==> config.mk <==
export PLATFORM = sky130hd
export DESIGN_NAME = npa_head_file
export DESIGN_NICKNAME = d
export VERILOG_FILES = /design/src/design/npa_pkg.sv /design/src/design/npa_head_file.sv
export SDC_FILE = /design/constraint.sdc
export NUM_CORES = 1
export LEC_CHECK = 0
export BUFFER_PORTS_ARGS = -buffer_cell sky130_fd_sc_hd__buf_2
export CAP_MARGIN = 20
export CORE_MARGIN = 2
export CORE_UTILIZATION = 25
export CTS_BUF_LIST = sky130_fd_sc_hd__clkbuf_8
export CTS_CLUSTER_SIZE = 30
export DETAILED_ROUTE_END_ITERATION = 16
export GPL_TIMING_DRIVEN = 0
export PLACE_DENSITY_LB_ADDON = 0.3
export REMOVE_ABC_BUFFERS = 1
export SLEW_MARGIN = 30
export SYNTH_ARGS = -nofsm -noshare
export SYNTH_HDL_FRONTEND = slang
export SYNTH_SLANG_ARGS = --single-unit
==> constraint.sdc <==
create_clock -name clk -period 8.7 [get_ports clk]
set_input_delay 1.74 -clock clk [delete_from_list [all_inputs] [get_ports clk]]
set_output_delay 1.74 -clock clk [all_outputs]
set_load 0.005 [all_outputs]
==> src/design/npa_pkg.sv <==
package npa_pkg;

	localparam int NUM_PAGES  = 4096;
	localparam int NUM_NODES  = 8;
	localparam int PAGE_W     = $clog2(NUM_PAGES);
	localparam int NODE_W     = $clog2(NUM_NODES);
	localparam int NCNT_W     = $clog2(NUM_NODES + 1);
	localparam int OP_W       = 2;
	localparam int STATUS_W   = 3;
	localparam int FAIL_W     = 32;
	localparam int NODES_CFG_W = 4;
	localparam int CFG_ADDR_W = 2;
	localparam int CFG_DATA_W = 4;

	typedef logic [PAGE_W-1:0] page_t;
	typedef logic [NODE_W-1:0] node_t;
	typedef logic [NCNT_W-1:0] ncnt_t;

	typedef enum logic [OP_W-1:0] {
		OP_ALLOC    = 2'd0,
		OP_FREE     = 2'd1,
		OP_REGISTER = 2'd2,
		OP_QUERY    = 2'd3
	} op_t;

	typedef enum logic [STATUS_W-1:0] {
		ST_OK      = 3'd0,
		ST_NOMEM   = 3'd1,
		ST_HWIGN   = 3'd2,
		ST_DOUBLE  = 3'd3,
		ST_INVALID = 3'd4
	} status_t;

	typedef enum logic [CFG_ADDR_W-1:0] {
		CFG_NODES_IN_USE    = 2'd0,
		CFG_FALLBACK_ENABLE = 2'd1
	} cfg_addr_t;

	typedef enum logic [2:0] {
		S_CLEAR = 3'b001,
		S_IDLE  = 3'b010,
		S_EXEC  = 3'b100
	} state_t;

	typedef struct packed {
		logic  valid;
		page_t page;
	} link_t;

	typedef struct packed {
		logic hw;
		logic free;
	} mark_t;

	typedef struct packed {
		logic  found;
		node_t src;
		page_t page;
		logic  home_valid;
		page_t home_page;
	} head_sel_t;

	typedef struct packed {
		logic  we;
		node_t node;
		logic  valid;
		page_t page;
	} head_upd_t;

endpackage

==> src/design/npa_head_file.sv <==
module npa_head_file (
	input  logic                clk,
	input  logic                arst_n,
	input  npa_pkg::node_t      node,
	input  npa_pkg::ncnt_t      node_cnt,
	input  logic                fallback,
	input  npa_pkg::head_upd_t  upd,
	output npa_pkg::head_sel_t  sel
);
	import npa_pkg::*;

	logic  head_valid_q [NUM_NODES];
	page_t head_page_q  [NUM_NODES];

	always_ff @(posedge clk or negedge arst_n) begin
		if (!arst_n) begin
			for (int i = 0; i < NUM_NODES; i++) begin
				head_valid_q[i] <= 1'b0;
				head_page_q[i]  <= '0;
			end
		end else if (upd.we) begin
			head_valid_q[upd.node] <= upd.valid;
			head_page_q[upd.node]  <= upd.page;
		end
	end

	// The home node wins; with fallback enabled, otherwise the first non-empty list after it, wrapping at node_cnt.
	always_comb begin
		ncnt_t k;
		k              = '0;
		sel.found      = head_valid_q[node];
		sel.src        = node;
		sel.page       = head_page_q[node];
		sel.home_valid = head_valid_q[node];
		sel.home_page  = head_page_q[node];
		if (!head_valid_q[node] && fallback) begin
			for (int i = 1; i < NUM_NODES; i++) begin
				k = ncnt_t'({1'b0, node}) + ncnt_t'(i);
				if (k >= node_cnt) begin
					k = k - node_cnt;
				end
				if (!sel.found && (ncnt_t'(i) < node_cnt) && head_valid_q[k[NODE_W-1:0]]) begin
					sel.found = 1'b1;
					sel.src   = k[NODE_W-1:0];
					sel.page  = head_page_q[k[NODE_W-1:0]];
				end
			end
		end
	end
endmodule

# == Yosys cells after proc, flatten, opt, wreduce, memory -nomap -nowiden ==
# Index checks and enable logic that the tools add are counted.
# totals
reg_bits,104
in_bits,27
out_inout_bits,29
wordCells,168
# op_classes
add_sub_neg,14
magnitude_cmp,24
n_mux,82
bitwise_logic,9
reduce_logical,23
# ops
cell,count
12-bit binary-select mux with 3-bit select,8
16-bit 2-to-1 mux,14
12-bit 2-to-1 mux,17
96-bit bitwise mux,1
3-bit 2-to-1 mux,14
12-bit demux with 3-bit select,1
"4-bit >= comparator, second input constant",9
3-bit NOT with 4-bit output,9
4-bit >= comparator,7
1-bit binary-select mux with 3-bit select,8
3-bit subtractor,7
1-bit 2-to-1 mux,17
"3-bit by 3-bit adder with 4-bit output, second input constant",4
1-bit logical AND,16
"3-bit by 4-bit less-than comparator with 1-bit output, first input constant",4
"3-bit by 2-bit adder with 4-bit output, second input constant",2
8-bit bitwise mux,1
"2-bit by 4-bit less-than comparator with 1-bit output, first input constant",2
1-bit zero test,7
"3-bit by 1-bit adder with 4-bit output, second input constant",1
"1-bit by 4-bit less-than comparator with 1-bit output, first input constant",1
"4-bit by 1-bit less-than comparator with 1-bit output, second input constant",1
1-bit demux with 3-bit select,1

# == Longest topological paths before layout ==
# depth
ltp_word,44
ltp_mapped,20

# == Least setup slack after synthesis ==
# No wires, ideal clock.
# synth_path
path_type,input to output
startpoint,input port node[0]
endpoint,output port sel[16] (netlist name)
t_arrival_ps,5706
required_ps,6960
path_slack_ps,1254
stages,19
n_path_buf,6
path_cell_list,buf_1 buf_2 clkbuf_1 and2_1 ha_1 a21oi_1 and2_1 a21o_1 buf_2 mux2i_1 a221oi_2 o21bai_2 and4b_1 buf_6 nor3b_4 nand2_2 buf_4 o221ai_2 o221ai_1
# synth_rtl
element,line_no,text
from (decl),npa_head_file.sv:4,"input npa_pkg::node_t node,"
to (decl),npa_head_file.sv:8,output npa_pkg::head_sel_t sel

==> results.toml <==
[outcome]
status = "complete, no violations"

[drt]
wire_per_inst_um = 24.5
drt-vias-per-instance = 5.91
ant_nets = 0
first_pass_iters = 5
wl_mm = 62.5
drc = 0
vias = 15100
drtIter0Drc = 1780

[timing]
min_period_ns = 8.51
tightest_slew_ns = 0.972
fin_skew_ns = 0
maxSlewViolCount = 0
whs_ns = 0.722
setup_viol = 0
hold_viol_final = 0
fin_crit_sh_pct = 97.8
slew_headroom_pct = 35.2
fmax_mhz = 118
rsz0062_at_grt = "false"

[power]
p_sw_mw = 1.85
p_per_area_mw_per_mm2 = 219
seqPwrFrac_pct = 25.1
switching_share_pct = 52.3
p_comb_share_pct = 65.8
ir_drop_uv = 69.6
p_clk_share_pct = 9.2
p_int_mw = 1.68
p_leak_nw = 6.65

[global_route]
grt_pass1_vias = 14000
grt_max_degree = 59
grt.total_usage_pct = 20.1
grt_first_pass_wirelength_mm = 91.0
grt_overflow = 0
antenna_found_initial = 3

[finish]
final_cell_area_mm2 = 0.0162
layout-drive-gt1-share_pct = 21.6
multiInputGateArea_mm2 = 0.0110
area_delta_synth_final_pct = 12.9
fin_util_pct = 28.6
fin_nets = 1846
layout_commonest_cell = "nand2_1"
final_cell_mix = "440 x nand2_1, 143 x mux2i_1, 134 x mux2_2"
num-fill-cells = 5989
ff_latch_area_mm2 = 0.00260

[cts]
cts-root-buf = "clkbuf_8"
hold_buffers = 0
cts_tree = "yes"
clockBufferDepth = 2
cts_buffers = 9
cts.sinks = 104
htreeDepth = 3
clock_latency_ns = 0.41
path_clk_slew_ns = 0.12

[synthesis]
ys_warn_count = 0
ys_types = 94
syn_area_mm2 = 0.0143
synth_edf_count = 0
ys.flop_type = "dfrtp_1"
ys_ff_latch = 104
postSynthAreaPerCell_um2 = 7.53
postSynth.asyncResetShare_pct = 100
postSynthCellCount = 1899
ys_seq_area_share_pct = 18.2

[floorplanning]
initial_core_util_pct = 25.3
core_area_mm2 = 0.0565
chipHeight_um = 243
placementRows = 87
die_w_um = 243
die_area_mm2 = 0.0592
io_pins = 56

[hold_path]
holdCritPathClass = "flop to flop"

[place]
dpl.hpwl_mm = 40.4
io_buffers = 55
placed_cell_area_mm2 = 0.0156
place.gp.congestion = 0.876

[critical_path]
cp.required_ns = 6.96
cp_data_arrival_time_ns = 6.77
critPathMaxFanout = 35
endpoint_kind = "output pin"
start_kind = "input pin"
worstSetupPathType = "input pin to output pin"

[job]
drv_cap = 0
## registers in the layout, indices dropped and copies added (netlist names)
signal        cells
head_page_q      96
head_valid_q      8
## cell usage after synthesis (9+ instances only)
master	instances	area share, %
clkbuf_2	31	1.1
o211ai_1	32	1.7
o21ai_0	75	2.6
nand3_1	39	1.4
ha_1	26	2.3
buf_4	15	0.79
nor2_1	76	2.0
and3_1	25	1.1
nor2b_1	10	0.44
nor3_1	10	0.35
mux4_2	26	4.1
and2_1	58	2.5
inv_1	21	0.55
a2bb2oi_1	9	0.55
buf_2	28	0.98
clkbuf_1	149	3.9
a311oi_1	33	2.0
a21oi_1	55	1.9
a211oi_1	96	5.0
a21o_1	20	1.0
a31oi_1	46	2.0
o22ai_1	12	0.52
mux2i_1	146	10
buf_1	24	0.63
nand2_1	444	12
mux2_2	134	11
o221ai_1	9	0.55
dfrtp_1	104	18
o21ai_1	11	0.38
## timing repair
| item | in CTS | in global routing |
|---|---|---|
| cloned | 5 | 4 |
| gates resized for setup | 25 | 17 |
| pin swaps | 6 | 2 |
| setup endpoints to repair | 16 | 15 |
| setup buffers | 10 | 0 |
## path summary, 6_finish.rpt
check,cells after the start,startpoint,to,slack (ns)
worst max-delay path,19,node[1],sel[16],0.19
worst min-delay path,1,head_page_q[4]$_DFFE_PN0P_,head_page_q[4]$_DFFE_PN0P_,0.72
worst max register to register,2,head_valid_q[7]$_DFFE_PN0P_,head_valid_q[7]$_DFFE_PN0P_,7.64
worst min register to register,1,head_page_q[4]$_DFFE_PN0P_,head_page_q[4]$_DFFE_PN0P_,0.72
max in group asynchronous,2,arst_n,head_page_q[21]$_DFFE_PN0P_,6.76
min in group asynchronous,1,arst_n,head_page_q[74]$_DFFE_PN0P_,1.26
## cells by family (layout without fill, tap and decap cells)
kind of cell    after synthesis  in the layout  share of synthesized area, %
flops                       104            104                          18.2
other cells                   0              1                             0
fa+ha+maj                    30             30                          2.83
simple gates                704            706                          21.7
xor+xnor                      6              6                         0.367
mux                         306            306                          24.9
compound gates              476            482                          23.7
buf+inv                     273            160                          8.28
## power groups by stage
stage          combinational (mW)  sequential, mW  clock, mW
6_report                     2.32           0.887      0.324
5_1_grt                      2.48           0.907      0.349
4_1_cts                      2.24           0.875      0.335
3_5_place_dp                 2.17           0.885          0
3_3_place_gp                 1.99           0.878          0
2_1_floorplan                1.45           0.764          0
## worst max-delay path, stage by stage
cell and delay [ns]:
buf_12 0.26, clkinvlp_4 0.16, ha_2 0.46, inv_1 0.18, fa_2 0.46, o31a_1 0.42, o21ai_1 0.27, nand2_4 0.25
buf_12 0.27, a2111oi_2 0.37, a31oi_2 0.15, and4b_2 0.35, nor3b_4 0.20, buf_4 0.17, a21oi_4 0.20, buf_4 0.24
o221ai_2 0.11, o221ai_1 0.29, buf_2 0.17
## per-stage QoR
stage	setup TNS (ns)	setup slack, ns	cells	power (mW)
4_1_cts	0	0.0118	2546	3.45
6_report	0	0.194	2551	3.54
5_1_grt	0	0.0203	2550	3.74
3_5_place_dp	-18.95	-1.51	2515	3.05
3_3_place_gp	-95.59	-6.29	2459	2.87
2_1_floorplan	-12.35	-0.858	1648	2.21
## cell type report
class | count | area share [%]
timing repair buffer | 122 | 8.06
sequential | 104 | 16.1
tap | 756 | 5.85
multi-input combinational | 1530 | 68.2
inverter | 22 | 0.550
clock inverter | 6 | 0.310
antenna | 1 | 0.0155
clock buffer | 10 | 0.852
## metal layers
layer	track usage (%)	vias to the layer above	part of all wire [%]
li1	-	6598	-
met1	28.8	7421	44
met2	29.7	916	42
met3	3.46	147	11
met4	7.76	2	3.8
met5	0	-	0.013
(Power assumes the default switching activity.)
